<file path="src/sv/btgc_pkg.sv">
// Shared types, constants and helpers for the button tap gesture classifier.
// No dependencies; every other file in the block imports this package.
package btgc_pkg;

  // Counter width of the gesture tracker.
  localparam int CNT_W = 16;
  // Width of the length fields in the result.
  localparam int LEN_W = 16;
  // Width used when a counter is compared against a 16-bit register.
  localparam int CMP_W = (CNT_W > LEN_W) ? CNT_W : LEN_W;

  // Configuration port.
  localparam int CFG_IDX_W  = 2;
  localparam int CFG_DATA_W = 16;
  localparam int THR_W      = 7;

  localparam logic [CFG_IDX_W-1:0] REG_STICK_THRESHOLD   = 2'd0;
  localparam logic [CFG_IDX_W-1:0] REG_TAP_LENGTH        = 2'd1;
  localparam logic [CFG_IDX_W-1:0] REG_DOUBLE_TAP_WINDOW = 2'd2;

  localparam logic [THR_W-1:0] RST_STICK_THRESHOLD   = 7'd50;
  localparam logic [15:0]      RST_TAP_LENGTH        = 16'd10;
  localparam logic [15:0]      RST_DOUBLE_TAP_WINDOW = 16'd10;

  // Fire event codes.
  localparam logic [2:0] EV_NONE   = 3'd0;
  localparam logic [2:0] EV_SINGLE = 3'd1;
  localparam logic [2:0] EV_DOWN   = 3'd2;
  localparam logic [2:0] EV_DOUBLE = 3'd3;
  localparam logic [2:0] EV_UP     = 3'd4;

  // Queue between the front and back parts.
  localparam int QUEUE_DEPTH = 4;
  localparam int QPTR_W      = $clog2(QUEUE_DEPTH);
  localparam int QCNT_W      = $clog2(QUEUE_DEPTH + 1);

  typedef struct packed {
    logic [7:0]        buttons;
    logic signed [7:0] hat_x;
    logic signed [7:0] hat_y;
    logic signed [7:0] stick_x;
    logic signed [7:0] stick_y;
  } in_item_t;

  typedef struct packed {
    logic [7:0]       button_mask;
    logic [7:0]       direction_mask;
    logic [2:0]       fire_event;
    logic [LEN_W-1:0] hold_length;
    logic [LEN_W-1:0] last_press_length;
  } out_item_t;

  // Classified tick as it waits in the queue.
  typedef struct packed {
    logic [7:0] buttons;
    logic [7:0] dir;
  } cls_item_t;

  typedef struct packed {
    logic [THR_W-1:0] stick_threshold;
    logic [15:0]      tap_length;
    logic [15:0]      double_tap_window;
  } cfg_t;

  function automatic logic [CNT_W-1:0] sat_inc(input logic [CNT_W-1:0] v);
    return (v == {CNT_W{1'b1}}) ? v : v + 1'b1;
  endfunction

endpackage

</file>
<file path="src/sv/btgc_front.sv">
// Front part: accepts polling ticks and builds the direction mask.
// Depends on btgc_pkg; feeds btgc_queue.
module btgc_front (
  input  logic                in_valid,
  output logic                in_stall,
  input  btgc_pkg::in_item_t  in_data,
  input  btgc_pkg::cfg_t      cfg,
  output logic                q_valid,
  input  logic                q_stall,
  output btgc_pkg::cls_item_t q_item
);
  import btgc_pkg::*;

  logic signed [THR_W+1:0] thr_pos;
  logic signed [THR_W+1:0] thr_neg;
  logic signed [THR_W+1:0] sx;
  logic signed [THR_W+1:0] sy;
  logic [7:0]              dir;

  assign thr_pos = $signed({2'b00, cfg.stick_threshold});
  assign thr_neg = -thr_pos;
  assign sx      = (THR_W + 2)'(in_data.stick_x);
  assign sy      = (THR_W + 2)'(in_data.stick_y);

  always_comb begin
    dir[0] = in_data.hat_x < 0;
    dir[1] = in_data.hat_x > 0;
    dir[2] = in_data.hat_y < 0;
    dir[3] = in_data.hat_y > 0;
    dir[4] = sy < thr_neg;
    dir[5] = sy > thr_pos;
    dir[6] = sx < thr_neg;
    dir[7] = sx > thr_pos;
  end

  assign q_valid        = in_valid;
  assign in_stall       = q_stall;
  assign q_item.buttons = in_data.buttons;
  assign q_item.dir     = dir;

endmodule

</file>
<file path="src/sv/btgc_queue.sv">
// Short queue of classified ticks between the front and back parts.
// Depends on btgc_pkg.
module btgc_queue (
  input  logic                clk,
  input  logic                rst,
  input  logic                push_valid,
  output logic                push_stall,
  input  btgc_pkg::cls_item_t push_item,
  output logic                pop_valid,
  input  logic                pop_ready,
  output btgc_pkg::cls_item_t pop_item
);
  import btgc_pkg::*;

  cls_item_t         slots [QUEUE_DEPTH];
  logic [QPTR_W-1:0] wr_ptr;
  logic [QPTR_W-1:0] rd_ptr;
  logic [QCNT_W-1:0] cnt;
  logic              push;
  logic              pop;

  assign push_stall = (cnt == QCNT_W'(QUEUE_DEPTH));
  assign pop_valid  = (cnt != '0);
  assign pop_item   = slots[rd_ptr];
  assign push       = push_valid && !push_stall;
  assign pop        = pop_valid && pop_ready;

  always_ff @(posedge clk) begin
    if (push) begin
      slots[wr_ptr] <= push_item;
    end
  end

  always_ff @(posedge clk) begin
    if (rst) begin
      wr_ptr <= '0;
      rd_ptr <= '0;
      cnt    <= '0;
    end else begin
      if (push) begin
        wr_ptr <= (wr_ptr == QPTR_W'(QUEUE_DEPTH - 1)) ? '0 : wr_ptr + 1'b1;
      end
      if (pop) begin
        rd_ptr <= (rd_ptr == QPTR_W'(QUEUE_DEPTH - 1)) ? '0 : rd_ptr + 1'b1;
      end
      if (push && !pop) begin
        cnt <= cnt + 1'b1;
      end else if (pop && !push) begin
        cnt <= cnt - 1'b1;
      end
    end
  end

  a_cnt_bound: assert property (@(posedge clk) disable iff (rst)
    cnt <= QCNT_W'(QUEUE_DEPTH))
    else $error("queue fill count beyond depth");

  a_cnt_track: assert property (@(posedge clk) disable iff (rst)
    (push && !pop) |=> cnt != '0)
    else $error("queue empty right after a push");

endmodule

</file>
<file path="src/sv/btgc_back.sv">
// Back part: fire-button gesture tracker and the result register.
// Depends on btgc_pkg; drains btgc_queue.
module btgc_back (
  input  logic                 clk,
  input  logic                 rst,
  input  btgc_pkg::cfg_t       cfg,
  input  logic                 q_valid,
  output logic                 q_ready,
  input  btgc_pkg::cls_item_t  q_item,
  output logic                 out_valid,
  input  logic                 out_stall,
  output btgc_pkg::out_item_t  out_data
);
  import btgc_pkg::*;

  logic             fire_was_down;
  logic [CNT_W-1:0] press_ticks;
  logic             tap_pending;
  logic [CNT_W-1:0] tap_age;
  logic [CNT_W-1:0] held_ticks;
  logic [CNT_W-1:0] last_press_ticks;

  logic             tap_pending_next;
  logic [CNT_W-1:0] press_ticks_next;
  logic [CNT_W-1:0] tap_age_next;
  logic [CNT_W-1:0] held_ticks_next;
  logic [CNT_W-1:0] last_press_ticks_next;
  logic [2:0]       ev;
  logic [CNT_W-1:0] age_inc;
  logic             expired;
  logic             fire;
  logic             take;

  // The result register frees up in the same cycle it is drained.
  assign q_ready = !out_valid || !out_stall;
  assign take    = q_valid && q_ready;
  assign fire    = q_item.buttons[0];

  always_comb begin
    age_inc               = tap_pending ? sat_inc(tap_age) : tap_age;
    expired               = tap_pending &&
                            (CMP_W'(age_inc) > CMP_W'(cfg.double_tap_window));
    tap_pending_next      = tap_pending;
    tap_age_next          = age_inc;
    press_ticks_next      = press_ticks;
    held_ticks_next       = held_ticks;
    last_press_ticks_next = last_press_ticks;
    ev                    = EV_NONE;
    if (expired) begin
      // A pending tap that timed out masks any fire edge in this tick.
      tap_pending_next = 1'b0;
      tap_age_next     = '0;
      ev               = EV_SINGLE;
    end else if (fire && !fire_was_down) begin
      press_ticks_next = '0;
      ev               = EV_DOWN;
    end else if (fire && fire_was_down) begin
      held_ticks_next  = press_ticks;
      press_ticks_next = sat_inc(press_ticks);
    end else if (!fire && fire_was_down) begin
      last_press_ticks_next = press_ticks;
      held_ticks_next       = '0;
      if (CMP_W'(press_ticks) < CMP_W'(cfg.tap_length)) begin
        if (tap_pending) begin
          tap_pending_next = 1'b0;
          tap_age_next     = '0;
          ev               = EV_DOUBLE;
        end else begin
          tap_pending_next = 1'b1;
        end
      end else begin
        ev = EV_UP;
      end
    end
  end

  always_ff @(posedge clk) begin
    if (rst) begin
      fire_was_down    <= 1'b0;
      press_ticks      <= '0;
      tap_pending      <= 1'b0;
      tap_age          <= '0;
      held_ticks       <= '0;
      last_press_ticks <= '0;
      out_valid        <= 1'b0;
    end else begin
      if (take) begin
        fire_was_down    <= fire;
        press_ticks      <= press_ticks_next;
        tap_pending      <= tap_pending_next;
        tap_age          <= tap_age_next;
        held_ticks       <= held_ticks_next;
        last_press_ticks <= last_press_ticks_next;
      end
      if (q_ready) begin
        out_valid <= q_valid;
      end
    end
  end

  always_ff @(posedge clk) begin
    if (take) begin
      out_data.button_mask       <= q_item.buttons;
      out_data.direction_mask    <= q_item.dir;
      out_data.fire_event        <= ev;
      out_data.hold_length       <= LEN_W'(held_ticks_next);
      out_data.last_press_length <= LEN_W'(last_press_ticks_next);
    end
  end

  a_idle_timer: assert property (@(posedge clk) disable iff (rst)
    !tap_pending |-> tap_age == '0)
    else $error("tap timer running with no pending tap");

  a_up_clears_hold: assert property (@(posedge clk) disable iff (rst)
    (out_valid && (out_data.fire_event == EV_UP || out_data.fire_event == EV_DOUBLE))
      |-> out_data.hold_length == '0)
    else $error("release transaction reports a nonzero hold length");

  a_down_tracks_fire: assert property (@(posedge clk) disable iff (rst)
    (out_valid && out_data.fire_event == EV_DOWN) |-> out_data.button_mask[0])
    else $error("fire-down transaction without the fire button set");

endmodule

</file>
<file path="src/sv/button_tap_gesture_classifier_unit.sv">
// Top level of the button tap gesture classifier: configuration registers,
// front classifier, queue and gesture back end. Depends on btgc_pkg,
// btgc_front, btgc_queue and btgc_back.
//
//   Channel  Handshake                Payload
//   -------  -----------------------  ------------------------------
//   in       in_valid / in_stall      in_data   (btgc_pkg::in_item_t)
//   out      out_valid / out_stall    out_data  (btgc_pkg::out_item_t)
//   cfg      cfg_we                   cfg_index, cfg_data
//
// One transaction per clock cycle is accepted and delivered when neither side
// stalls; each result passes through a queue slot and the result register.
// A four-entry queue separates the classifier from the gesture tracker, so
// input keeps flowing for four transactions while the output stalls.
// Synchronous reset clears the gesture state and the queue and loads the
// register defaults (threshold 50, tap length 10, double-tap window 10).
module button_tap_gesture_classifier_unit (
  input  logic                               clk,
  input  logic                               rst,
  input  logic                               in_valid,
  output logic                               in_stall,
  input  btgc_pkg::in_item_t                 in_data,
  output logic                               out_valid,
  input  logic                               out_stall,
  output btgc_pkg::out_item_t                out_data,
  input  logic                               cfg_we,
  input  logic [btgc_pkg::CFG_IDX_W-1:0]     cfg_index,
  input  logic [btgc_pkg::CFG_DATA_W-1:0]    cfg_data
);
  import btgc_pkg::*;

  cfg_t      cfg;
  logic      fq_valid;
  logic      fq_stall;
  cls_item_t fq_item;
  logic      qb_valid;
  logic      qb_ready;
  cls_item_t qb_item;

  always_ff @(posedge clk) begin
    if (rst) begin
      cfg.stick_threshold   <= RST_STICK_THRESHOLD;
      cfg.tap_length        <= RST_TAP_LENGTH;
      cfg.double_tap_window <= RST_DOUBLE_TAP_WINDOW;
    end else if (cfg_we) begin
      case (cfg_index)
        REG_STICK_THRESHOLD:   cfg.stick_threshold   <= cfg_data[THR_W-1:0];
        REG_TAP_LENGTH:        cfg.tap_length        <= cfg_data[15:0];
        REG_DOUBLE_TAP_WINDOW: cfg.double_tap_window <= cfg_data[15:0];
        default: ;
      endcase
    end
  end

  btgc_front u_front (
    .in_valid (in_valid),
    .in_stall (in_stall),
    .in_data  (in_data),
    .cfg      (cfg),
    .q_valid  (fq_valid),
    .q_stall  (fq_stall),
    .q_item   (fq_item)
  );

  btgc_queue u_queue (
    .clk        (clk),
    .rst        (rst),
    .push_valid (fq_valid),
    .push_stall (fq_stall),
    .push_item  (fq_item),
    .pop_valid  (qb_valid),
    .pop_ready  (qb_ready),
    .pop_item   (qb_item)
  );

  btgc_back u_back (
    .clk       (clk),
    .rst       (rst),
    .cfg       (cfg),
    .q_valid   (qb_valid),
    .q_ready   (qb_ready),
    .q_item    (qb_item),
    .out_valid (out_valid),
    .out_stall (out_stall),
    .out_data  (out_data)
  );

endmodule

</file>
<file path="config.mk">
export PLATFORM = sky130hd
export DESIGN_NAME = button_tap_gesture_classifier_unit
export DESIGN_NICKNAME = d
export VERILOG_FILES = /design/src/sv/btgc_pkg.sv /design/src/sv/btgc_front.sv /design/src/sv/btgc_queue.sv /design/src/sv/btgc_back.sv /design/src/sv/button_tap_gesture_classifier_unit.sv
export SDC_FILE = /design/constraint.sdc
export NUM_CORES = 1
export LEC_CHECK = 0
export CAP_MARGIN = 20
export CORE_ASPECT_RATIO = 0.7
export CORE_MARGIN = 2
export CORE_UTILIZATION = 50
export CTS_BUF_LIST = sky130_fd_sc_hd__clkbuf_4
export DETAILED_ROUTE_END_ITERATION = 10
export DONT_BUFFER_PORTS = 1
export PLACE_DENSITY_LB_ADDON = 0.3
export SLEW_MARGIN = 5
export SYNTH_ARGS = -nofsm -noshare
export SYNTH_HDL_FRONTEND = slang
export SYNTH_SLANG_ARGS = --single-unit
</file>
<file path="constraint.sdc">
create_clock -name clk -period 6 [get_ports clk]
set_clock_uncertainty 0.2 [all_clocks]
set_input_delay 1.2 -clock clk [delete_from_list [all_inputs] [get_ports clk]]
set_output_delay 1.2 -clock clk [all_outputs]
set_load 0.02 [all_outputs]
</file>
==> results.yml <==
sta:
  period_needed_ns: 5.10
  worst_pin_slew_ns: 0.889
  fmax_mhz: 196
  rsz0062_at_grt: "false"
  hold_viol_final: 0
  fin_tns_setup_ns: 0
  slew_headroom_pct: 40.7
  setup_viol: 0
  finalMaxSlewViolations: 0
  fin_crit_sh_pct: 84.9
yosys:
  synth-edff-count: 115
  ys_warn_count: 0
  ys.flop_type: "edfxtp_1"
  synthCells: 1031
  synth-async-reset-ratio_pct: 0
  avgSynthCellArea_um2: 10.6
  syn-num-nets: 1165
  synth_cell_types: 61
  synth-seq-area-share_pct: 52.8
  synthesis.area_um2: 10900
  ys_seq_elements: 230
grt:
  grt_usage_pct: 20.2
  grt_pass1_wl_um: 37500
  grt_overflow_total: 0
  grt_max_degree: 95
  antenna_found_initial: 1
  grt_pass1_vias: 7122
final_layout:
  nNetsFinal: 1173
  area_growth_pct: 8.32
  instances_no_fill: 1368
  drive_above_1_share_pct: 13.6
detailed_routing:
  drc: 0
  drt_wl_total_um: 23100
  drtIter0Drc: 692
  vias_per_cell: 5.50
  ant_nets: 0
  vias: 7525
  wl_per_cell_um: 16.9
  drt_pre_antenna_iters: 5
clock_network:
  ctsHoldBuffers: 0
  root_buffer: "clkbuf_4"
  ctsResizeCount: 0
  cts_tree: "yes"
  clk_latency_ns: 0.68
  h-tree-depth: 2
  cts_made_buffers: 55
  cts.sinks: 230
  clkTransAtPathRegs_ns: 0.06
  clockBufferDepth: 3
  cts_setup_buffers: 0
critical_path:
  path_delay_family: "simple AND/OR/NAND/NOR gates"
  crit_buf_inv: 0
  critPathLaunchType: "register"
  max_stage_delay_ns: 0.83
  path_class: "register to register"
  required_ns: 6.40
  crit_fanout: 19
  rr_startpoint: "u_back.tap_age[3]"
  setup.worst_path.end: "u_back.last_press_ticks[4]"
  rr_endpoint: "u_back.last_press_ticks[4]"
  crit_arrival_ns: 5.50
  path_depth: 14
  endpoint_kind: "register"
  rr_worst_depth: 14
  critical-path-slowest-cell: "o311a_1"
  startpoint: "u_back.tap_age[3]"
  cp_cell_sequence: "nand4_1 > nor4_1 > nand2b_1 > nor2_1 > nand2_1 > xnor2_1 > ha_1 > nand4_1 > nor3_1 > a21boi_0 > o311a_1 > or3_1 > nand2_1 > a21oi_1"
  r2r_setup_slack_ns: 0.90
die:
  die_h_um: 127
  die_x_um: 180
  initial_core_util_pct: 50.6
  io_pins: 116
  core_area_um2: 21500
  die_area_um2: 23000
  rows: 45
placed_design:
  io_buffers: 0
  dp_hpwl_um: 15900
  place_inst: 1263
  gp_congestion: 0.877
pwr:
  p_per_area_nw_per_um2: 371
  vdd_drop_max_uv: 145
  cellLeakagePower_nw: 4.34
run_status:
  outcome: "finished, final reports clean"
job:
  cap_viol_max_count: 0
min_path:
  holdCritPathClass: "register to register"
==> report_power, final <==
group,total (mW),switching [mW],internal [mW]
clock,1.33,0.606,0.726
sequential,2.31,0.333,1.97
combinational,0.741,0.497,0.244
total,4.38,1.44,2.94
==> flip-flops by register name (all words and copies together) (netlist names), named ones only <==
register and count:
u_queue.rd_ptr 2, u_back.last_press_ticks 16, u_back.out_valid 1, u_back.press_ticks 16, u_queue.cnt 3, u_back.fire_was_down 1, u_queue.wr_ptr 2, u_queue.slots 64
u_back.held_ticks 16, cfg 39, u_back.tap_pending 1, u_back.out_data 51, u_back.tap_age 16
==> cell usage in the layout, fill, tap and decap left out, types with 17 or more instances in the layout <==
master    count
a21oi_1      92
clkbuf_4     91
dfxtp_1     115
edfxtp_1    115
ha_1         70
inv_1        52
mux2_2       22
nand2_1     165
nand3_1      40
nand4_1      19
nor2_1       54
nor3_1       17
o21a_1       18
o21ai_0      27
xnor2_1      21
==> tightest hold or removal path: stages, from the launching register on <==
cell and delay [ns]:
dfxtp_1 0.30, nand2_1 0.05, a21oi_1 0.05
==> final cells by class <==
type	count	area, um^2
Fill cell	1906	9710
Sequential cell	230	5760
Multi-Input combinational cell	695	4700
Clock buffer	91	683
Tap cell	282	353
Inverter	53	199
Clock inverter	12	72.6
Timing Repair Buffer	4	30.0
Antenna cell	1	2.50
==> worst min path at each step <==
stage                                            from                     endpoint  slack, ns  depth (start not counted)
after floorplan            u_back.last_press_ticks[0]   u_back.last_press_ticks[0]       0.23                          2
after global placement          u_back.held_ticks[15]        u_back.held_ticks[15]       0.24                          2
after detailed placement         u_back.held_ticks[5]         u_back.held_ticks[5]       0.24                          2
after CTS                 u_back.last_press_ticks[14]  u_back.last_press_ticks[14]       0.25                          2
after global routing             u_back.held_ticks[2]         u_back.held_ticks[2]       0.27                          2
final                     u_back.last_press_ticks[14]  u_back.last_press_ticks[14]       0.25                          2
==> logic make-up (layout without fill, tap and decap cells) <==
group                    Yosys count  after routing  synth area share (%)
flip-flops                       230            230                  52.8
multiplexers                      42             42                  5.96
other                              0              1                     0
AND/OR/NAND/NOR                  367            367                  16.0
AO/OA/AOI/OAI                    188            188                  10.8
adder cells (fa/ha/maj)           71             71                  8.23
buffers and inverters            106            160                  3.99
XOR/XNOR                          27             27                  2.17
==> cells in the mapped netlist (3+ instances only) <==
master	number	area (um^2)
clkbuf_1	34	128
nor2_1	54	203
nand3b_1	4	30.0
nor3b_1	5	37.5
xor2_1	6	52.6
o21ai_0	27	135
buf_2	8	40.0
nor4_1	9	56.3
a21o_1	7	52.6
buf_1	7	26.3
inv_1	52	195
nand3_1	40	200
a211oi_1	3	22.5
a22o_1	10	87.6
and3_1	5	31.3
nand2_1	165	619
mux2_2	22	248
mux2i_1	3	30.0
nor2b_1	9	56.3
a21oi_1	92	460
and2_1	8	50.1
nor3_1	17	85.1
a211o_1	7	61.3
o21a_1	18	135
mux4_2	16	360
or3_1	5	31.3
buf_6	3	33.8
ha_1	70	876
and4_1	6	52.6
nand2b_1	9	56.3
nand4_1	19	119
dfxtp_1	115	2300
xnor2_1	21	184
edfxtp_1	115	3450
==> per-stage QoR <==
stage                     power (mW)  setup WS [ns]  hold slack, ns  util (%)  area, um^2
after floorplan                 2.89           1.72           0.232         -       10900
after global placement          3.07           1.19           0.236      51.3       11000
after detailed placement        3.10          0.978           0.241      51.3       11000
after CTS                       4.43          0.930           0.251      54.8       11800
after global routing            4.61          0.307           0.270      54.9       11800
final                           4.38          0.904           0.251      54.9       11800
==> routing by layer <==
metal  up-vias  share of wire [%]  global-route usage, %
met5         -                  0                      0
li1       3759                  -                      -
met4         0                1.4                   5.65
met2       221                 40                   28.0
met1      3517                 49                   30.3
met3        28                8.6                   6.50
No activity file was read; power rests on OpenSTA's default activity.
